[config.mk]
export PLATFORM = sky130hd
export DESIGN_NAME = hcbp_packer
export DESIGN_NICKNAME = d
export VERILOG_FILES = /design/src/design/hcbp_pkg.sv /design/src/design/hcbp_packer.sv
export SDC_FILE = /design/constraint.sdc
export NUM_CORES = 1
export LEC_CHECK = 0
export BUFFER_PORTS_ARGS = -buffer_cell sky130_fd_sc_hd__buf_2
export CORE_ASPECT_RATIO = 0.9
export CORE_MARGIN = 1.5
export CORE_UTILIZATION = 53
export DETAILED_ROUTE_END_ITERATION = 16
export PLACE_DENSITY = 0.71
export RECOVER_POWER = 100
export SKIP_LAST_GASP = 1
export SLEW_MARGIN = 40
export SYNTH_ARGS = -nofsm -noshare
export SYNTH_HDL_FRONTEND = slang
export SYNTH_SLANG_ARGS = --single-unit
[constraint.sdc]
create_clock -name clk -period 5.45 [get_ports clk]
set_input_delay 0.545 -clock clk [delete_from_list [all_inputs] [get_ports clk]]
set_output_delay 0.545 -clock clk [all_outputs]
set_load 0.02 [all_outputs]
[src/design/hcbp_pkg.sv]
// ----------------------------------------------------------------------------
// hcbp_pkg
// Shared types and constants for the Huffman code bit packer.
// ----------------------------------------------------------------------------
package hcbp_pkg;

  localparam int MAX_CODE_LEN_DEF = 32;
  localparam int NUM_SYMBOLS_DEF  = 256;
  localparam int BYTE_W           = 8;
  localparam int PEND_W           = 7;
  localparam int PCNT_W           = 3;

  typedef enum logic [1:0] {
    MODE_LOAD   = 2'd0,
    MODE_ENCODE = 2'd1,
    MODE_FLUSH  = 2'd2
  } mode_t;

  // Request from the lookup stage to the packer
  typedef struct packed {
    logic load;   // lookup stage hands its item over this cycle
    logic flush;  // item is a flush, otherwise an encode
  } pack_req_t;

  // Status from the packer back to the lookup stage
  typedef struct packed {
    logic can_load;  // emitter is empty or frees up at this edge
  } pack_stat_t;

endpackage

[src/design/hcbp_packer.sv]
// ----------------------------------------------------------------------------
// hcbp_packer
// Bit accumulator and byte emitter: merges a code word with the pending bits,
// splits off whole bytes and emits one per cycle while result_ready holds.
// ----------------------------------------------------------------------------
module hcbp_packer #(
  parameter int MAX_CODE_LEN = hcbp_pkg::MAX_CODE_LEN_DEF
) (
  input  logic                              clk,
  input  logic                              rst,
  input  hcbp_pkg::pack_req_t               req,
  output hcbp_pkg::pack_stat_t              stat,
  input  logic [31:0]                       code,
  input  logic [$clog2(MAX_CODE_LEN+1)-1:0] len,
  output logic                              result_valid,
  input  logic                              result_ready,
  output logic [7:0]                        out_byte,
  output logic                              byte_valid,
  output logic [2:0]                        pad_bits,
  output logic                              last
);
  import hcbp_pkg::*;

  localparam int ACC_W = PEND_W + MAX_CODE_LEN;
  localparam int TOT_W = $clog2(ACC_W + 1);
  localparam int NB    = ACC_W / BYTE_W;
  localparam int BUF_W = NB * BYTE_W;
  localparam int CNT_W = $clog2(NB + 1);

  logic [PEND_W-1:0] pend_bits;
  logic [PCNT_W-1:0] pend_cnt;
  logic [BUF_W-1:0]  emit_buf;
  logic [CNT_W-1:0]  emit_cnt;
  logic              emit_last;
  logic              emit_bvalid;
  logic [2:0]        emit_pad;

  logic [ACC_W-1:0]  code_w;
  logic [ACC_W-1:0]  code_mask;
  logic [ACC_W-1:0]  merged;
  logic [ACC_W-1:0]  aligned;
  logic [TOT_W-1:0]  total;
  logic [2:0]        rem;
  logic [PEND_W-1:0] rem_mask;
  logic [2:0]        flush_pad;
  logic [BYTE_W-1:0] flush_byte;
  logic              out_take;

  assign out_take      = result_valid && result_ready;
  assign stat.can_load = (emit_cnt == '0) || ((emit_cnt == CNT_W'(1)) && result_ready);

  // Append the code word below the pending bits, then left-align the result
  always_comb begin
    code_w     = ACC_W'(code);
    code_mask  = (ACC_W'(1) << len) - ACC_W'(1);
    merged     = (ACC_W'(pend_bits) << len) | (code_w & code_mask);
    total      = TOT_W'(pend_cnt) + TOT_W'(len);
    aligned    = merged << (TOT_W'(ACC_W) - total);
    rem        = total[2:0];
    rem_mask   = PEND_W'((8'd1 << rem) - 8'd1);
    flush_pad  = 3'(4'd8 - 4'(pend_cnt));
    flush_byte = BYTE_W'({1'b0, pend_bits} << flush_pad);
  end

  always_ff @(posedge clk) begin
    if (rst) begin
      pend_bits <= '0;
      pend_cnt  <= '0;
      emit_cnt  <= '0;
    end else if (req.load) begin
      if (req.flush) begin
        pend_bits <= '0;
        pend_cnt  <= '0;
        emit_cnt  <= CNT_W'(1);
      end else begin
        pend_bits <= PEND_W'(merged) & rem_mask;
        pend_cnt  <= rem;
        emit_cnt  <= CNT_W'(total >> 3);
      end
    end else if (out_take) begin
      emit_cnt <= emit_cnt - CNT_W'(1);
    end
  end

  always_ff @(posedge clk) begin
    if (req.load) begin
      if (req.flush) begin
        emit_last   <= 1'b1;
        if (pend_cnt != '0) begin
          emit_buf    <= BUF_W'(flush_byte) << (BUF_W - BYTE_W);
          emit_bvalid <= 1'b1;
          emit_pad    <= flush_pad;
        end else begin
          emit_buf    <= '0;
          emit_bvalid <= 1'b0;
          emit_pad    <= '0;
        end
      end else begin
        emit_buf    <= aligned[ACC_W-1 -: BUF_W];
        emit_last   <= 1'b0;
        emit_bvalid <= 1'b1;
        emit_pad    <= '0;
      end
    end else if (out_take) begin
      // advance to the next byte
      emit_buf <= emit_buf << BYTE_W;
    end
  end

  assign result_valid = (emit_cnt != '0);
  assign out_byte     = emit_buf[BUF_W-1 -: BYTE_W];
  assign byte_valid   = emit_bvalid;
  assign pad_bits     = emit_pad;
  assign last         = emit_last;

  a_cnt_bound: assert property (@(posedge clk) disable iff (rst)
    emit_cnt <= CNT_W'(NB))
    else $error("emitter byte count beyond buffer");

  a_load_drained: assert property (@(posedge clk) disable iff (rst)
    req.load |-> (emit_cnt == '0) || (emit_cnt == CNT_W'(1) && result_ready))
    else $error("emitter overwritten with bytes outstanding");

  a_flush_clears: assert property (@(posedge clk) disable iff (rst)
    req.load && req.flush |=> pend_cnt == '0 && result_valid && last)
    else $error("flush did not clear pending bits");

  a_empty_is_last: assert property (@(posedge clk) disable iff (rst)
    result_valid && !byte_valid |-> last && pad_bits == '0)
    else $error("empty result outside flush");

endmodule

==> results <==
- Summing all placed instances gives a cell area of 7230 sq um.
- Along the worst path, the maximum fanout reaches 20.
- Global routing consumed, on the met2 layer, 59.7% of the routing resources.
- The worst pin sits at a relative slew slack of -16.4%.
- Setup repair after global routing left no endpoint under its margin.
- TritonCTS built the clock tree.
- The share of the yosys chip area belonging to registers is 19.9%.
- The count of non-filler cells in the finished layout is 1048.
- For this design, the CTS-stage hold fixing added 0 buffers.
- The first detailed-routing pass ran for 5 iterations.
- The fraction of met1 tracks used by global routing is 58.8%.
- The worst setup path is launched from an input pin.
- The clock root buffer is clkbuf_16.
- For this run, design rule violations remaining after detail routing come to 0.
- The number of flops mapped to enable cells by yosys is 37.
- The leakage power is 2.59 nW.
- The all-layer global routing usage is 41.2%.
- On the final layout, the worst hold slack is 0.536 ns.
- The number of flip-flops and latches in the synthesized netlist is 50.
- For this block, the via count after detailed routing is 8076.
- The post-synth design cell area is 6890 sq um.
- For the pin with the worst max-slew slack, the measured transition is 1.75 ns.
- The final instance area is 7360 sq um.
- In this run, distinct cell masters in the synthesized netlist total 99.
- The remaining antenna violation count is 0.
- For this run, the share of the core covered by cells in the final layout is 58.0%.
- The I/O pin count is 58.
- Setup violations remaining at the end of the flow were counted as 0.
- After detailed routing, the average wire length per cell comes to 26.7 microns.
- The number of global-route vias before repair came to 7383.
- The worst register-to-register path begins at pend_cnt[0].
- The net count after synthesis is 933.
- Yosys attributes the largest share of cell area to edfxtp_1 (16%), nor2_1 (4.4%), nand2_1 (4.3%), dfxtp_1 (3.8%), o21ai_0 (3.6%).
- The number of vias per cell is 7.71.
- The global-route wire length before repair is 43300 microns.
- After global routing, the most crowded layer is met2.
- The worst endpoint required time is 5.49 ns.
- The floorplan step defined a die boundary enclosing 13700 sq um.
- The initial core utilization is 54.3%.
- The synthesized design spends more area on one cell type than any other, namely edfxtp_1.
- Counting the fill cells in the layout gives 1183.
- Row generation in the floorplan step produced 39 rows.
- The max-cap check violation count is 2.
- The relative area change from synthesis to final layout is 6.87%.
- The buffer levels on the longest clock path is 2.
- The instance count of the mapped netlist is 878.
- The final clock period utilization by the worst path is 85.5%.
- A synthesized cell averages 7.84 sq um.
- The final critical-path required period is 4.66 ns.
- In the synthesized netlist the dominant register cell turns out to be edfxtp_1.
- From bottom edge to top edge, the die measures 111 microns.
- After clock tree synthesis, the repair step resized 0 gates.
- The hold path startpoint is emit_buf[6].
- IR analysis of the VDD net gives a maximum drop of 0.173 mV.
- Power comes to 1.68 mW.
- After detailed placement, the design holds a cell count of 1040.
- The worst-case setup slack after placement is 0.825 ns.
- The placed wire-length estimate after detailed placement is 20800 microns.
- The share of final-layout standard cells stronger than drive strength 1 is 14.7%.
- The number of hold violations in the final report is 0.
- The global routing usage on met3 is 11.0%.
- Summed over all layers, the routed wires come to 27900 microns.
- The top achievable clock speed is 0.215 GHz.
- The library cells used most frequently in the layout, excluding fill and tap cells, are nor2_1 (80), nand2_1 (79), o21ai_0 (50).
- Power spread over the standard cell area amounts to 229 nW/um^2.
- The initial detailed-routing violation count is 1452.
- 0 antenna diodes ended up in the layout.
- The Yosys step of the flow raised 0 warnings.
- Entering global routing, the biggest net connects 54 pins.
- The number of port buffers is 57.
- The number of setup buffers added after CTS is 0.
- The number of max-slew violations in the final report is 67.
- The worst setup slack after layout is 0.789 ns.
- In the final design database the tool counted 938 nets.
- Clock tree synthesis found a total of 50 sinks.
- The run finished, with violations left.
- The type of the worst setup path is input pin to flip-flop.
- The clock transition time at the flip-flop clock pins of the worst setup and hold paths is 0.06 ns.
- Summed over its instances, the top area cell type makes up 16.1% of the synthesized netlist area.
- The congestion estimate from routability-driven global placement came to 1.03.
- The H-tree depth reported by CTS is 2.
- The placeable core region is 12700 sq um.
- The final reports fail on capacitance limit, slew limit.
- The initial antenna violation count is 0.
- The path category of the worst min-delay check is flip-flop to flip-flop.
- The clock latency on the worst-skew pair is 0.30 ns.
- Between clock sinks in the finished design, the worst skew comes to 0.00794 ns.
- Leaving out fill and tap cells, the most frequent cell in the layout is nor2_1.
- The die is 123 microns wide.
- The total overflow left after global routing is 0.
- The arrival time at the worst endpoint is 4.71 ns.
- The share of synthesized flip-flops with an asynchronous set or reset is 0%.
- STA classifies the critical path endpoint as a flip-flop.
- TritonCTS created 5 clock buffers.
- The startpoint of the most critical setup path is len[0].
- Summed over all failing endpoints, the final setup total negative slack is 0 ns.
-- per-layer routing --
| metal | wire (microns) | vias to the layer above |
|---|---|---|
| li1 | - | 3498 |
| met1 | 11100 | 3834 |
| met2 | 11900 | 650 |
| met3 | 3850 | 94 |
| met4 | 1050 | 0 |
| met5 | 0 | - |
-- logic make-up (layout without fill, tap and decap cells) --
group / after synthesis / count (layout) / share of synthesized area (%)
AOI/OAI and AO/OA: 335 / 335 / 36.4
and+or+nand+nor: 309 / 309 / 23.1
buffers and inverters: 110 / 116 / 6.94
muxes: 51 / 51 / 9.77
DFF: 50 / 50 / 19.9
adders and majority gates: 12 / 12 / 2.29
xor gates and xnor gates: 11 / 11 / 1.60
-- critical path, stage by stage --
cell and delay, ns:
clkbuf_1 0.65, nor2_1 0.10, clkbuf_1 0.32, nand2_1 0.23, ha_1 0.32, or4b_1 0.53, and3_1 0.19, and3_1 0.16
a211o_1 0.33, mux4_2 0.49, o21ai_0 0.37, o221ai_1 0.18, a32o_1 0.29
-- registers in the layout (all words and copies together) (netlist names) --
| signal | count |
|---|---|
| byte_valid | 1 |
| pend_cnt | 3 |
| emit_cnt | 3 |
| last | 1 |
| emit_buf | 32 |
| pad_bits | 3 |
| pend_bits | 7 |
-- cell type report --
| type | count | area [sq um] | area share, % |
|---|---|---|---|
| inverters | 22 | 82.6 | 1.12 |
| well taps | 164 | 205 | 2.79 |
| clock buffers | 7 | 133 | 1.80 |
| clock inverters | 1 | 30.0 | 0.408 |
| flip-flops and latches | 50 | 1370 | 18.6 |
| multi-input cells | 718 | 5080 | 69.0 |
| repair buffers | 86 | 458 | 6.22 |
-- synthesized netlist by cell type, types with 10 or more instances --
library cell / n
a211oi_1: 19
a21oi_1: 36
a31oi_1: 12
and3_1: 10
buf_1: 10
buf_2: 15
clkbuf_1: 52
dfxtp_1: 13
edfxtp_1: 37
ha_1: 11
inv_1: 20
mux2_2: 20
mux2i_1: 20
nand2_1: 79
nand2b_1: 12
nand3_1: 24
nor2_1: 80
nor3_1: 19
o211ai_1: 15
o21ai_0: 50
o221ai_1: 21
o22ai_1: 18
o31ai_1: 12
-- power by group --
part,internal (mW),switching [mW]
combinational,0.292,0.555
clock,0.217,0.140
sequential,0.459,0.0193
-- worst paths after layout --
check / end / slack (ns) / cells past startpoint
max: emit_buf[19] / 0.79 / 13
min: emit_buf[14] / 0.54 / 2
min reg2reg: emit_buf[14] / 0.54 / 2
max reg2reg: emit_buf[26] / 1.28 / 13
No activity file was read; power rests on OpenSTA's default activity.
